### src/netstring_deframer_core_assert.svh
// ----------------------------------------------------------------------------
// netstring deframer assertion macros
// shared concurrent check forms for the deframer top level
// ----------------------------------------------------------------------------
`ifndef NETSTRING_DEFRAMER_CORE_ASSERT_SVH
`define NETSTRING_DEFRAMER_CORE_ASSERT_SVH

// same-cycle implication, checked out of reset
`define NSDF_ASSERT_IMP(name, clock, resetn, ante, cons) \
    name: assert property (@(posedge clock) disable iff (!resetn) (ante) |-> (cons)) \
        else $error("netstring deframer check failed");

// next-cycle implication, checked out of reset
`define NSDF_ASSERT_NXT(name, clock, resetn, ante, cons) \
    name: assert property (@(posedge clock) disable iff (!resetn) (ante) |=> (cons)) \
        else $error("netstring deframer sequence check failed");

`endif

### src/nsdf_pkg.sv
// ----------------------------------------------------------------------------
// nsdf_pkg
// shared types, codes and constants of the netstring deframer
// ----------------------------------------------------------------------------
`default_nettype none

package nsdf_pkg;

    // default length field limit in decimal digits
    localparam int MAX_DIGITS_DEF = 20;

    // configuration port geometry (64-bit registers at 8-byte spacing)
    localparam int ADDR_W = 5;
    localparam int DATA_W = 64;

    // register indexes
    localparam logic [1:0] REG_FRAME_LIMIT_ON  = 2'd0;
    localparam logic [1:0] REG_MAX_PAYLOAD_LEN = 2'd1;
    localparam logic [1:0] REG_MAX_TOTAL_LEN   = 2'd2;

    // result kinds
    localparam logic [1:0] KIND_BYTE = 2'd0;
    localparam logic [1:0] KIND_DONE = 2'd1;
    localparam logic [1:0] KIND_ERR  = 2'd2;

    // error codes
    localparam logic [3:0] ERR_NONE        = 4'd0;
    localparam logic [3:0] ERR_BAD_CHAR    = 4'd1;
    localparam logic [3:0] ERR_MANY_DIGITS = 4'd2;
    localparam logic [3:0] ERR_LEN_OVF     = 4'd3;
    localparam logic [3:0] ERR_LEAD_ZERO   = 4'd4;
    localparam logic [3:0] ERR_OVER_LIMIT  = 4'd5;
    localparam logic [3:0] ERR_TOTAL_OVF   = 4'd6;
    localparam logic [3:0] ERR_OVER_TOTAL  = 4'd7;
    localparam logic [3:0] ERR_BAD_TERM    = 4'd8;

    // ascii characters of the framing
    localparam logic [7:0] CH_COLON = 8'h3A;
    localparam logic [7:0] CH_COMMA = 8'h2C;
    localparam logic [7:0] CH_ZERO  = 8'h30;
    localparam logic [7:0] CH_NINE  = 8'h39;

    // configuration register set
    typedef struct packed {
        logic        frame_limit_on;
        logic [63:0] max_payload_len;
        logic [63:0] max_total_len;
    } nsdf_cfg_t;

    // one result item
    typedef struct packed {
        logic [1:0]  kind;
        logic [7:0]  payload_byte;
        logic [63:0] frame_len;
        logic [3:0]  error_code;
    } nsdf_result_t;

endpackage

`default_nettype wire

### src/nsdf_if.sv
// ----------------------------------------------------------------------------
// nsdf stream interfaces
// valid/ready channels for raw bytes in and result items out
// ----------------------------------------------------------------------------
`default_nettype none

// raw byte channel
interface nsdf_in_if;
    logic       valid;
    logic       ready;
    logic [7:0] in_byte;

    modport source (output valid, output in_byte, input ready);
    modport sink (input valid, input in_byte, output ready);
endinterface

// result item channel
interface nsdf_out_if;
    logic        valid;
    logic        ready;
    logic [1:0]  kind;
    logic [7:0]  payload_byte;
    logic [63:0] frame_len;
    logic [3:0]  error_code;

    modport source (output valid, output kind, output payload_byte, output frame_len,
                    output error_code, input ready);
    modport sink (input valid, input kind, input payload_byte, input frame_len,
                  input error_code, output ready);
endinterface

`default_nettype wire

### src/nsdf_cfg_regs.sv
// ----------------------------------------------------------------------------
// nsdf_cfg_regs
// apb register file holding the length limits
// ----------------------------------------------------------------------------
`default_nettype none

module nsdf_cfg_regs
    import nsdf_pkg::*;
(
    input  wire logic              clk,
    input  wire logic              rst_n,
    input  wire logic              psel,
    input  wire logic              penable,
    input  wire logic              pwrite,
    input  wire logic [ADDR_W-1:0] paddr,
    input  wire logic [DATA_W-1:0] pwdata,
    output logic      [DATA_W-1:0] prdata,
    output logic                   pready,
    output nsdf_cfg_t              cfg
);

    nsdf_cfg_t  cfg_reg;
    nsdf_cfg_t  cfg_next;
    logic [1:0] reg_idx;
    logic       wr_en;

    assign reg_idx = paddr[4:3];
    assign wr_en   = psel && penable && pwrite;
    assign pready  = 1'b1;
    assign cfg     = cfg_reg;

    // register write decode
    always_comb
    begin
        cfg_next = cfg_reg;
        if (wr_en)
        begin
            case (reg_idx)
                REG_FRAME_LIMIT_ON:  cfg_next.frame_limit_on  = pwdata[0];
                REG_MAX_PAYLOAD_LEN: cfg_next.max_payload_len = pwdata;
                REG_MAX_TOTAL_LEN:   cfg_next.max_total_len   = pwdata;
                default:             cfg_next = cfg_reg;
            endcase
        end
    end

    always_ff @(posedge clk or negedge rst_n)
    begin
        if (!rst_n)
        begin
            cfg_reg <= '0;
        end
        else
        begin
            cfg_reg <= cfg_next;
        end
    end

    // read back
    always_comb
    begin
        case (reg_idx)
            REG_FRAME_LIMIT_ON:  prdata = {63'd0, cfg_reg.frame_limit_on};
            REG_MAX_PAYLOAD_LEN: prdata = cfg_reg.max_payload_len;
            REG_MAX_TOTAL_LEN:   prdata = cfg_reg.max_total_len;
            default:             prdata = '0;
        endcase
    end

endmodule

`default_nettype wire

### src/nsdf_parser.sv
// ----------------------------------------------------------------------------
// nsdf_parser
// input byte register, parse state and per-byte decision logic
// ----------------------------------------------------------------------------
`default_nettype none

module nsdf_parser
    import nsdf_pkg::*;
#(
    parameter int MAX_DIGITS = MAX_DIGITS_DEF
)
(
    input  wire logic         clk,
    input  wire logic         rst_n,
    input  wire nsdf_cfg_t    cfg,
    nsdf_in_if.sink           stream,
    input  wire logic         slot_free,
    output logic              take,
    output logic              res_valid,
    output nsdf_result_t      res,
    output logic              halted
);

    localparam int DCW = $clog2(MAX_DIGITS + 1);

    // parse phases
    localparam logic [1:0] PH_DIGITS  = 2'd0;
    localparam logic [1:0] PH_PAYLOAD = 2'd1;
    localparam logic [1:0] PH_TERM    = 2'd2;
    localparam logic [1:0] PH_HALT    = 2'd3;

    logic           hold_valid_reg;
    logic           hold_valid_next;
    logic [7:0]     hold_byte_reg;
    logic [1:0]     phase_reg;
    logic [1:0]     phase_next;
    logic [63:0]    acc_reg;
    logic [63:0]    acc_next;
    logic [DCW-1:0] dcount_reg;
    logic [DCW-1:0] dcount_next;
    logic           fzero_reg;
    logic           fzero_next;
    logic [63:0]    left_reg;
    logic [63:0]    left_next;

    logic           accept;
    logic [7:0]     c;
    logic [3:0]     digit;
    logic           is_digit;
    logic [67:0]    acc_x10;
    logic [64:0]    total;

    // input register: refills in the cycle it drains
    assign take         = hold_valid_reg && slot_free;
    assign stream.ready = !hold_valid_reg || take;
    assign accept       = stream.valid && stream.ready;
    assign halted       = (phase_reg == PH_HALT);

    always_comb
    begin
        hold_valid_next = hold_valid_reg;
        if (accept)
        begin
            hold_valid_next = 1'b1;
        end
        else if (take)
        begin
            hold_valid_next = 1'b0;
        end
    end

    always_ff @(posedge clk or negedge rst_n)
    begin
        if (!rst_n)
        begin
            hold_valid_reg <= 1'b0;
        end
        else
        begin
            hold_valid_reg <= hold_valid_next;
        end
    end

    always_ff @(posedge clk)
    begin
        if (accept)
        begin
            hold_byte_reg <= stream.in_byte;
        end
    end

    // datapath terms
    assign c        = hold_byte_reg;
    assign digit    = 4'(c - CH_ZERO);
    assign is_digit = (c >= CH_ZERO) && (c <= CH_NINE);
    assign acc_x10  = {1'b0, acc_reg, 3'b000} + {3'b000, acc_reg, 1'b0} + {64'd0, digit};
    assign total    = {1'b0, acc_reg} + 65'(dcount_reg) + 65'd2;

    // per-byte decision
    always_comb
    begin
        phase_next  = phase_reg;
        acc_next    = acc_reg;
        dcount_next = dcount_reg;
        fzero_next  = fzero_reg;
        left_next   = left_reg;
        res_valid   = 1'b0;
        res         = '0;
        res.kind    = KIND_ERR;
        case (phase_reg)
            PH_DIGITS:
            begin
                if (c == CH_COLON)
                begin
                    res_valid = 1'b1;
                    if (dcount_reg == '0)
                    begin
                        res.error_code = ERR_BAD_CHAR;
                    end
                    else if ((dcount_reg > DCW'(1)) && fzero_reg)
                    begin
                        res.error_code = ERR_LEAD_ZERO;
                    end
                    else if (cfg.frame_limit_on && (acc_reg > cfg.max_payload_len))
                    begin
                        res.error_code = ERR_OVER_LIMIT;
                    end
                    else if (total[64])
                    begin
                        res.error_code = ERR_TOTAL_OVF;
                    end
                    else if ((cfg.max_total_len != '0) &&
                             (total[63:0] > cfg.max_total_len))
                    begin
                        res.error_code = ERR_OVER_TOTAL;
                    end
                    else
                    begin
                        res_valid = 1'b0;
                        left_next = acc_reg;
                        phase_next = (acc_reg == '0) ? PH_TERM : PH_PAYLOAD;
                    end
                    if (res_valid)
                    begin
                        phase_next = PH_HALT;
                    end
                end
                else if (!is_digit)
                begin
                    res_valid      = 1'b1;
                    res.error_code = ERR_BAD_CHAR;
                    phase_next     = PH_HALT;
                end
                else if (dcount_reg >= DCW'(MAX_DIGITS))
                begin
                    res_valid      = 1'b1;
                    res.error_code = ERR_MANY_DIGITS;
                    phase_next     = PH_HALT;
                end
                else if (acc_x10[67:64] != 4'd0)
                begin
                    res_valid      = 1'b1;
                    res.error_code = ERR_LEN_OVF;
                    phase_next     = PH_HALT;
                end
                else
                begin
                    acc_next    = acc_x10[63:0];
                    dcount_next = dcount_reg + DCW'(1);
                    if ((dcount_reg == '0) && (digit == 4'd0))
                    begin
                        fzero_next = 1'b1;
                    end
                end
            end
            PH_PAYLOAD:
            begin
                res_valid        = 1'b1;
                res.kind         = KIND_BYTE;
                res.payload_byte = c;
                left_next        = left_reg - 64'd1;
                if (left_reg == 64'd1)
                begin
                    phase_next = PH_TERM;
                end
            end
            PH_TERM:
            begin
                res_valid = 1'b1;
                if (c != CH_COMMA)
                begin
                    res.error_code = ERR_BAD_TERM;
                    phase_next     = PH_HALT;
                end
                else
                begin
                    res.kind      = KIND_DONE;
                    res.frame_len = acc_reg;
                    acc_next      = '0;
                    dcount_next   = '0;
                    fzero_next    = 1'b0;
                    left_next     = '0;
                    phase_next    = PH_DIGITS;
                end
            end
            default:
            begin
                res_valid = 1'b0;
            end
        endcase
    end

    // parse state, updated once per consumed byte
    always_ff @(posedge clk or negedge rst_n)
    begin
        if (!rst_n)
        begin
            phase_reg  <= PH_DIGITS;
            acc_reg    <= '0;
            dcount_reg <= '0;
            fzero_reg  <= 1'b0;
            left_reg   <= '0;
        end
        else if (take)
        begin
            phase_reg  <= phase_next;
            acc_reg    <= acc_next;
            dcount_reg <= dcount_next;
            fzero_reg  <= fzero_next;
            left_reg   <= left_next;
        end
    end

endmodule

`default_nettype wire

### src/nsdf_out_reg.sv
// ----------------------------------------------------------------------------
// nsdf_out_reg
// result register driving the output channel
// ----------------------------------------------------------------------------
`default_nettype none

module nsdf_out_reg
    import nsdf_pkg::*;
(
    input  wire logic         clk,
    input  wire logic         rst_n,
    input  wire logic         take,
    input  wire logic         res_valid,
    input  wire nsdf_result_t res,
    output logic              slot_free,
    nsdf_out_if.source        result
);

    logic         valid_reg;
    logic         valid_next;
    nsdf_result_t data_reg;

    // slot opens when empty or when the held result transfers now
    assign slot_free = !valid_reg || result.ready;

    always_comb
    begin
        valid_next = valid_reg;
        if (take)
        begin
            valid_next = res_valid;
        end
        else if (result.ready)
        begin
            valid_next = 1'b0;
        end
    end

    always_ff @(posedge clk or negedge rst_n)
    begin
        if (!rst_n)
        begin
            valid_reg <= 1'b0;
        end
        else
        begin
            valid_reg <= valid_next;
        end
    end

    always_ff @(posedge clk)
    begin
        if (take && res_valid)
        begin
            data_reg <= res;
        end
    end

    assign result.valid        = valid_reg;
    assign result.kind         = data_reg.kind;
    assign result.payload_byte = data_reg.payload_byte;
    assign result.frame_len    = data_reg.frame_len;
    assign result.error_code   = data_reg.error_code;

endmodule

`default_nettype wire

### src/netstring_deframer_core.sv
// ----------------------------------------------------------------------------
// netstring_deframer_core
// Streaming netstring decoder taking one byte per clock cycle while the
// result channel is ready, through an input byte register, combinational
// parse logic and a result register; a result is registered once its byte
// leaves the input byte register. Each payload byte comes out as a byte
// item, a correct closing comma gives a frame-complete item with the length,
// and the first framing error is reported once, after which the block
// swallows all bytes until reset. Length digits and the colon give no item.
// The user sets limits over the APB port while the stream is idle; the block
// does not enforce this. No clearing pass follows reset.
// ----------------------------------------------------------------------------
`default_nettype none
`include "netstring_deframer_core_assert.svh"

module netstring_deframer_core
    import nsdf_pkg::*;
#(
    parameter int MAX_DIGITS = MAX_DIGITS_DEF
)
(
    input  wire logic              clk,
    input  wire logic              rst_n,
    input  wire logic              psel,
    input  wire logic              penable,
    input  wire logic              pwrite,
    input  wire logic [ADDR_W-1:0] paddr,
    input  wire logic [DATA_W-1:0] pwdata,
    output logic      [DATA_W-1:0] prdata,
    output logic                   pready,
    nsdf_in_if.sink                stream,
    nsdf_out_if.source             result
);

    nsdf_cfg_t    cfg;
    nsdf_result_t res;
    logic         res_valid;
    logic         take;
    logic         slot_free;
    logic         halted;

    // configuration registers
    nsdf_cfg_regs u_cfg_regs (
        .clk     (clk),
        .rst_n   (rst_n),
        .psel    (psel),
        .penable (penable),
        .pwrite  (pwrite),
        .paddr   (paddr),
        .pwdata  (pwdata),
        .prdata  (prdata),
        .pready  (pready),
        .cfg     (cfg)
    );

    // parse stage
    nsdf_parser #(
        .MAX_DIGITS (MAX_DIGITS)
    ) u_parser (
        .clk       (clk),
        .rst_n     (rst_n),
        .cfg       (cfg),
        .stream    (stream),
        .slot_free (slot_free),
        .take      (take),
        .res_valid (res_valid),
        .res       (res),
        .halted    (halted)
    );

    // result register
    nsdf_out_reg u_out_reg (
        .clk       (clk),
        .rst_n     (rst_n),
        .take      (take),
        .res_valid (res_valid),
        .res       (res),
        .slot_free (slot_free),
        .result    (result)
    );

    // once halted the parser produces nothing further
    `NSDF_ASSERT_NXT(a_halt_silent, clk, rst_n, halted && !result.valid, !result.valid)

    // an error transfer is the last one
    `NSDF_ASSERT_NXT(a_err_last, clk, rst_n,
        result.valid && result.ready && (result.kind == KIND_ERR), !result.valid)

    // error items always carry a code and the parser is halted behind them
    `NSDF_ASSERT_IMP(a_err_code, clk, rst_n, result.valid && (result.kind == KIND_ERR),
        (result.error_code != ERR_NONE) && halted)

endmodule

`default_nettype wire
### src/flat_wrapper.sv
// flat-port wrapper written by rule: the top's interface ports become plain ports
module netstring_deframer_core_flat import nsdf_pkg::*;
#(
    parameter int MAX_DIGITS = MAX_DIGITS_DEF
)
  (clk, rst_n, psel, penable, pwrite, paddr, pwdata, prdata, pready, stream_valid, stream_in_byte, stream_ready, result_valid, result_kind, result_payload_byte, result_frame_len, result_error_code, result_ready);
  nsdf_in_if stream_i ();
  nsdf_out_if result_i ();
  input  wire logic clk;
  input  wire logic rst_n;
  input  wire logic psel;
  input  wire logic penable;
  input  wire logic pwrite;
  input  wire logic [ADDR_W-1:0] paddr;
  input  wire logic [DATA_W-1:0] pwdata;
  output logic      [DATA_W-1:0] prdata;
  output logic pready;
  input wire logic [$bits(stream_i.valid)-1:0] stream_valid;
  input wire logic [$bits(stream_i.in_byte)-1:0] stream_in_byte;
  output wire logic [$bits(stream_i.ready)-1:0] stream_ready;
  output wire logic [$bits(result_i.valid)-1:0] result_valid;
  output wire logic [$bits(result_i.kind)-1:0] result_kind;
  output wire logic [$bits(result_i.payload_byte)-1:0] result_payload_byte;
  output wire logic [$bits(result_i.frame_len)-1:0] result_frame_len;
  output wire logic [$bits(result_i.error_code)-1:0] result_error_code;
  input wire logic [$bits(result_i.ready)-1:0] result_ready;
  assign stream_i.valid = stream_valid;
  assign stream_i.in_byte = stream_in_byte;
  assign stream_ready = stream_i.ready;
  assign result_valid = result_i.valid;
  assign result_kind = result_i.kind;
  assign result_payload_byte = result_i.payload_byte;
  assign result_frame_len = result_i.frame_len;
  assign result_error_code = result_i.error_code;
  assign result_i.ready = result_ready;
  netstring_deframer_core #(.MAX_DIGITS(MAX_DIGITS)) u_core (.clk(clk), .rst_n(rst_n), .psel(psel), .penable(penable), .pwrite(pwrite), .paddr(paddr), .pwdata(pwdata), .prdata(prdata), .pready(pready), .stream(stream_i), .result(result_i));
endmodule
### config.mk
export PLATFORM = sky130hd
export DESIGN_NAME = netstring_deframer_core_flat
export DESIGN_NICKNAME = d
export VERILOG_FILES = /design/src/nsdf_pkg.sv /design/src/nsdf_if.sv /design/src/nsdf_cfg_regs.sv /design/src/nsdf_parser.sv /design/src/nsdf_out_reg.sv /design/src/netstring_deframer_core.sv /design/src/flat_wrapper.sv
export VERILOG_INCLUDE_DIRS = /design/src /design/src/src
export SDC_FILE = /design/constraint.sdc
export NUM_CORES = 1
export LEC_CHECK = 0
export BUFFER_PORTS_ARGS = -buffer_cell sky130_fd_sc_hd__clkbuf_2
export CAP_MARGIN = 5
export CORE_ASPECT_RATIO = 0.8
export CORE_MARGIN = 1.5
export CORE_UTILIZATION = 45
export DETAILED_ROUTE_END_ITERATION = 7
export GPL_ROUTABILITY_DRIVEN = 0
export PLACE_DENSITY = 0.67
export SKIP_LAST_GASP = 1
export SYNTH_ARGS = -nofsm -noshare
export SYNTH_HDL_FRONTEND = slang
export SYNTH_HIERARCHICAL = 1
export SYNTH_SLANG_ARGS = --single-unit
### constraint.sdc
create_clock -name clk -period 7.7 [get_ports clk]
set_input_delay 0.385 -clock clk [delete_from_list [all_inputs] [get_ports clk]]
set_output_delay 0.385 -clock clk [all_outputs]
set_load 0.01 [all_outputs]
=== Word-level counts from Yosys, hierarchy flattened ===
Cells that the tools add are included.

* Output and inout bits: 145
* Bits of input ports: 84
* RAM bits: 0
* Bits in read-only memories: 0
* Bits in latches: 0
* Memories kept: 0
* Logic and storage cells: 159
* Register bits: 353

* Bitwise gates (word level): 1
* Multiply operators: 0
* Shifts and indexed selects: 0
* Multiplexer cells: 70
* Magnitude comparators: 6
* $add $sub $neg: 7
* Div/mod/pow operators: 0
* Reduce and logical (&&, ||, !) cells: 34
* Eq/ne operators: 26

{| class="wikitable"
|+ Operators by type and width
! cell !! count
|-
| two-way mux 64 bit || 11
|-
| case mux 64 bit (3 select lines) || 2
|-
| greater-than comparator 64 bit || 2
|-
| case mux 64 bit (2 select lines) || 1
|-
| adder 67 x 65 -> 68 bit || 1
|-
| adder 68 x 4 -> 68 bit || 1
|-
| adder 64 x 5 -> 65 bit || 1
|-
| adder 65 x 2 -> 65 bit (second input constant) || 1
|-
| == test 64 x 1 -> 1 bit (second input constant) || 1
|-
| logical NOT 64 bit || 1
|-
| nonzero test 64 bit || 1
|-
| subtractor 64 x 1 -> 64 bit (second input constant) || 1
|-
| two-way mux 2 bit || 17
|-
| != test 2 bit (second input constant) || 13
|-
| two-way mux 5 bit || 5
|-
| two-way mux 1 bit || 21
|-
| != test 4 x 3 -> 1 bit (second input constant) || 5
|-
| AND reduction 9 bit || 2
|-
| two-way mux 3 bit || 5
|-
| logical AND 1 bit || 10
|-
| case mux 5 bit (2 select lines) || 1
|-
| == test 8 x 6 -> 1 bit (second input constant) || 1
|-
| greater-or-equal comparator 8 x 6 -> 1 bit (second input constant) || 1
|-
| <= comparator 8 x 6 -> 1 bit (second input constant) || 1
|-
| 26 further kinds || 38
|}

=== Depth between registers and ports, before layout ===
* Depth after elaboration: 14
* Mapped depth: 31
* Depth with buffers taken out: 28

=== Hierarchy ===
Netlist, hierarchy kept.

{| class="wikitable"
|+ By module, submodules not included
! module !! area an instance (um^2) !! cells each !! times used
|-
| nsdf_parser || 17,501.8 || 2,222 || 1
|-
| nsdf_cfg_regs || 5,819.3 || 360 || 1
|-
| nsdf_out_reg || 2,397.3 || 82 || 1
|}

=== Worst setup path after synthesis ===
No wires, ideal clock.

* Kind: reg-to-reg
* Start: register u_core.u_parser.acc_reg[1]
* End: register u_core.u_out_reg.data_reg (netlist bit u_core/u_out_reg/result.error_code[0]) (enable)
* Cell stages (with the launch flop): 30
* Clock period less this slack: 6,247 ps
* Data arrival time: 5,865 ps
* Setup slack: 1,453 ps
* Library setup time: 382 ps
* Buffers on the path: 2
* Cell sequence: dfrtp_1 -> inv_1 -> ha_1 -> inv_1 -> ha_1 -> fa_1 -> a21oi_1 -> o21bai_1 -> a21oi_1 -> nor4b_2 -> and2_1 -> and3_1 -> clkbuf_1 -> and4_1 -> clkbuf_1 -> nand2_1 -> nor2_1 -> xor2_1 -> ha_1 -> nand4_1 -> nor4_1 -> nand2_1 -> nor4_1 -> a21oi_1 -> a31oi_1 -> nor4_4 -> o21ai_0 -> o21ai_0 -> nor2_1 -> and2_4

* Cells in the longest elaborated chain, start to end: 14
* Elaborated cells between the ends (all ways): 22
* Classes of those cells: add/sub: 4; order compare: 2; mux: 12; reduce/logical: 4

{| class="wikitable"
|+ RTL lines
! item !! RTL line !! text
|-
| from (decl) || nsdf_parser.sv:37 || <nowiki>logic [63:0] acc_reg;</nowiki>
|-
| from (signal assigned) || nsdf_parser.sv:227 || <nowiki>acc_reg <= acc_next;</nowiki>
|-
| adder 64 x 5 -> 65 bit || nsdf_parser.sv:97 || <nowiki>assign total = {1'b0, acc_reg} + 65'(dcount_reg) + 65'd2;</nowiki>
|-
| adder 65 x 2 -> 65 bit || nsdf_parser.sv:97 ||
|-
| greater-than comparator 64 bit || nsdf_parser.sv:133 || <nowiki>(total[63:0] > cfg.max_total_len))</nowiki>
|-
| logical AND 1 bit || nsdf_parser.sv:132 || <nowiki>else if ((cfg.max_total_len != '0) &&</nowiki>
|-
| two-way mux 1 bit || nsdf_parser.sv:132 ||
|-
| two-way mux 1 bit || nsdf_parser.sv:128 || <nowiki>else if (total[64])</nowiki>
|-
| two-way mux 1 bit || nsdf_parser.sv:124 || <nowiki>else if (cfg.frame_limit_on && (acc_reg > cfg.max_payload_len))</nowiki>
|-
| two-way mux 1 bit || nsdf_parser.sv:120 || <nowiki>else if ((dcount_reg > DCW'(1)) && fzero_reg)</nowiki>
|-
| two-way mux 1 bit || nsdf_parser.sv:116 || <nowiki>if (dcount_reg == '0)</nowiki>
|-
| two-way mux 1 bit || nsdf_parser.sv:113 || <nowiki>if (c == CH_COLON)</nowiki>
|-
| two-way mux 1 bit || nsdf_parser.sv:110 || <nowiki>case (phase_reg)</nowiki>
|-
| two-way mux 1 bit (*) || nsdf_parser.sv:113 ||
|-
| case mux 1 bit (2 select lines) (*) || nsdf_parser.sv:110 ||
|-
| via u_core.res_valid || netstring_deframer_core.sv:37 || <nowiki>logic res_valid;</nowiki>
|-
| logical AND 1 bit (*) || nsdf_out_reg.sv:53 || <nowiki>if (take && res_valid)</nowiki>
|-
| to (signal assigned) || nsdf_out_reg.sv:55 || <nowiki>data_reg <= res;</nowiki>
|-
| to (decl) || nsdf_out_reg.sv:21 || <nowiki>nsdf_result_t data_reg;</nowiki>
|}

The timed path passes the listed nets; every way through them passes the cells marked *. The select of a mux whose other input is x is not followed.
A chain may end at the register's enable or synchronous reset.

=== Worst setup path after layout ===
* Start: register u_core.u_parser.acc_reg[1]
* End: register u_core.u_out_reg.data_reg (netlist bit u_core/u_out_reg/result.frame_len[10]) (enable)

The elaborated chain is that of the path after synthesis.

==> reports/results.ini <==
[setup_path]
path_max_fanout=30
slowest_stage=nor4_1
end_kind=flop
cp.arrival_ns=7.48
worstSetupPathType=reg -> reg
slowest_delay_ns=0.49
r2r_slack_ns=0.48
required_ns=7.96
critPathLaunchType=flop
rr_startpoint=u_core/u_parser/acc_reg[1]$_DFFE_PN0P_
crit_path_start=u_core/u_parser/acc_reg[1]$_DFFE_PN0P_

[synth]
synth_edf_count=86
async_flop_share_pct=75.6
seq_area_frac_synth_pct=36.0
ys_types=87
ys_warn_count=6
synth_area_sq_mm=0.0257
ys_seq_elements=353
netlist_instances=2664
synth_flop_cell=dfrtp_1
postSynthAreaPerCell_sq_um=9.65
synth_fp_nets=3025

[global_routing]
grt_pass1_vias=21830
grt_overflow=0
grt_first_pass_wirelength_mm=124
antenna_found_initial=2
grt_max_degree=94
grt_use_total_pct=26.7

[worst_hold_path]
hold_path.startpoint=pwdata[52]
hold_path.class=in -> reg

[cts]
h-tree-depth=2
cts_made_buffers=41
root_buffer=clkbuf_16
cts_tree=yes
clock_latency_ns=0.59
cts_max_path_buffers=3
cts.sinks=353
postCtsSetupBuffers=0
clk_pin_slew_worst_paths_ns=0.07

[power_and_ir_drop]
p_total_mw=5.07
ir_drop_mv=0.130
power.density_mw_per_mm2=174
leakagePower_nw=14.2

[sta]
tightest_slew_ns=1.19
relSlewSlack_pct=19.8
setup_viol_count_final=0
finalMaxSlewViolations=0
rsz0062_at_grt=no
fmax_mhz=139
fin_skew_ns=0.0288
min_period_ns=7.22
setup_ws_ns=0.484
fin_crit_sh_pct=93.7
tns_ns=0
hold_viol_final=0

[final_layout]
nets=3218
layout-drive-gt1-share_pct=19.3
syn2layout_area_growth_pct=13.0
most-common-layout-cells=ha_1, dfrtp_1, clkbuf_2
fin_cells=3651
final_common_cell=ha_1
final_util_pct=51.4
largest_register_ffs=129

[floorplanning]
std_cell_rows=78
start_util_pct=45.4
die_h_microns=217
core_area_sq_mm=0.0566
die_w_microns=270
dieArea_sq_mm=0.0586
io_pins=229

[detailed_routing]
drt_pre_antenna_iters=6
ant_nets=0
wl_per_cell_microns=21.8
vias=22195
drt-initial-drc-count=2014
drc=0
viasPerCell=6.08
routed_wl_mm=79.7

[placement]
place_ws_ns=0.533
dp_hpwl_mm=59.0
dpl.cell_count=3564
numPortBuffers=224

[flow_run]
maxCapViolations=0

[status]
outcome=completed

-- critical path: cells and delay by family, from the launching register on --
family | cells | cell delay (ns)
AND/OR/NAND/NOR | 12 | 2.85
XOR/XNOR | 1 | 0.15
AO/OA/AOI/OAI | 7 | 1.38
flip-flops | 1 | 0.45
adder cells (fa/ha/maj) | 4 | 1.23
buffers and inverters | 5 | 0.76
-- layer usage --
| layer | global-route usage (%) | wire, microns | vias up |
|---|---|---|---|
| met3 | 4.41 | 5840 | 209 |
| li1 | - | - | 10246 |
| met4 | 11.6 | 3430 | 0 |
| met1 | 35.8 | 34500 | 10849 |
| met5 | 0 | 0 | - |
| met2 | 42.9 | 36000 | 891 |
-- cell families after synthesis --
kind of cell,synth area share (%)
simple gates,15.4
flops,36.0
xor+xnor,3.98
compound gates,16.5
fa+ha+maj,13.6
mux,9.29
buf+inv,5.22
other cells,0.0146
-- through the flow --
step	hold WS, ns	instance area, sq um
floorplan	0.0894	25700
global placement	0.364	27600
detailed placement	0.377	27600
CTS	0.0161	29100
global route	0.0363	29100
finish	0.0444	29100
-- synth_stat cells, types with 19 or more instances --
cell	number	area [sq um]
edfxtp_1	86	2580
ha_1	274	3430
and3_1	89	557
nand2b_1	21	131
xor2_1	42	368
buf_2	25	125
clkbuf_1	89	334
inv_1	171	642
nand3_1	79	395
mux2_2	115	1290
nand2_1	124	465
xnor2_1	75	657
o21ai_0	166	831
nor4_1	50	313
nor3_1	51	255
a21o_1	42	315
dfrtp_1	267	6680
and2_1	19	119
a22oi_1	28	210
mux2_4	60	901
nand4_1	64	400
a22o_1	73	639
nor2_1	189	709
a21oi_1	185	926
-- area by class of cell --
class,instances,area [sq um]
Antenna cell,1,2.50
Clock buffer,45,1060
Clock inverter,31,343
Fill cell,5111,27500
Inverter,171,642
Multi-Input combinational cell,2008,15200
Sequential cell,353,9260
Tap cell,760,951
Timing Repair Buffer,282,1630
-- path summary, 6_finish.rpt --
check                           depth (start not counted)                                              end
worst max-delay path                                   29  u_core/u_out_reg/result.frame_len[10]$_DFFE_PP_
worst min-delay path                                    2           u_core/u_cfg_regs/cfg[116]$_DFFE_PN0P_
worst max register to register                         29  u_core/u_out_reg/result.frame_len[10]$_DFFE_PP_
worst min register to register                          2         u_core/u_parser/left_reg[46]$_DFFE_PN0P_
max in group asynchronous                               3          u_core/u_parser/acc_reg[20]$_DFFE_PN0P_
min in group asynchronous                               2           u_core/u_cfg_regs/cfg[122]$_DFFE_PN0P_
-- where the power goes --
part | switching, mW | internal [mW]
Clock | 0.869 | 1.18
Sequential | 0.212 | 2.07
Combinational | 0.372 | 0.365
Total | 1.45 | 3.62
-- timing repair --
action,CTS,global route
resized for setup,0,1
endpoints found under the setup margin,0,67
endpoints found under the hold margin,75,0
hold buffers,10,0
(Power assumes the default switching activity.)
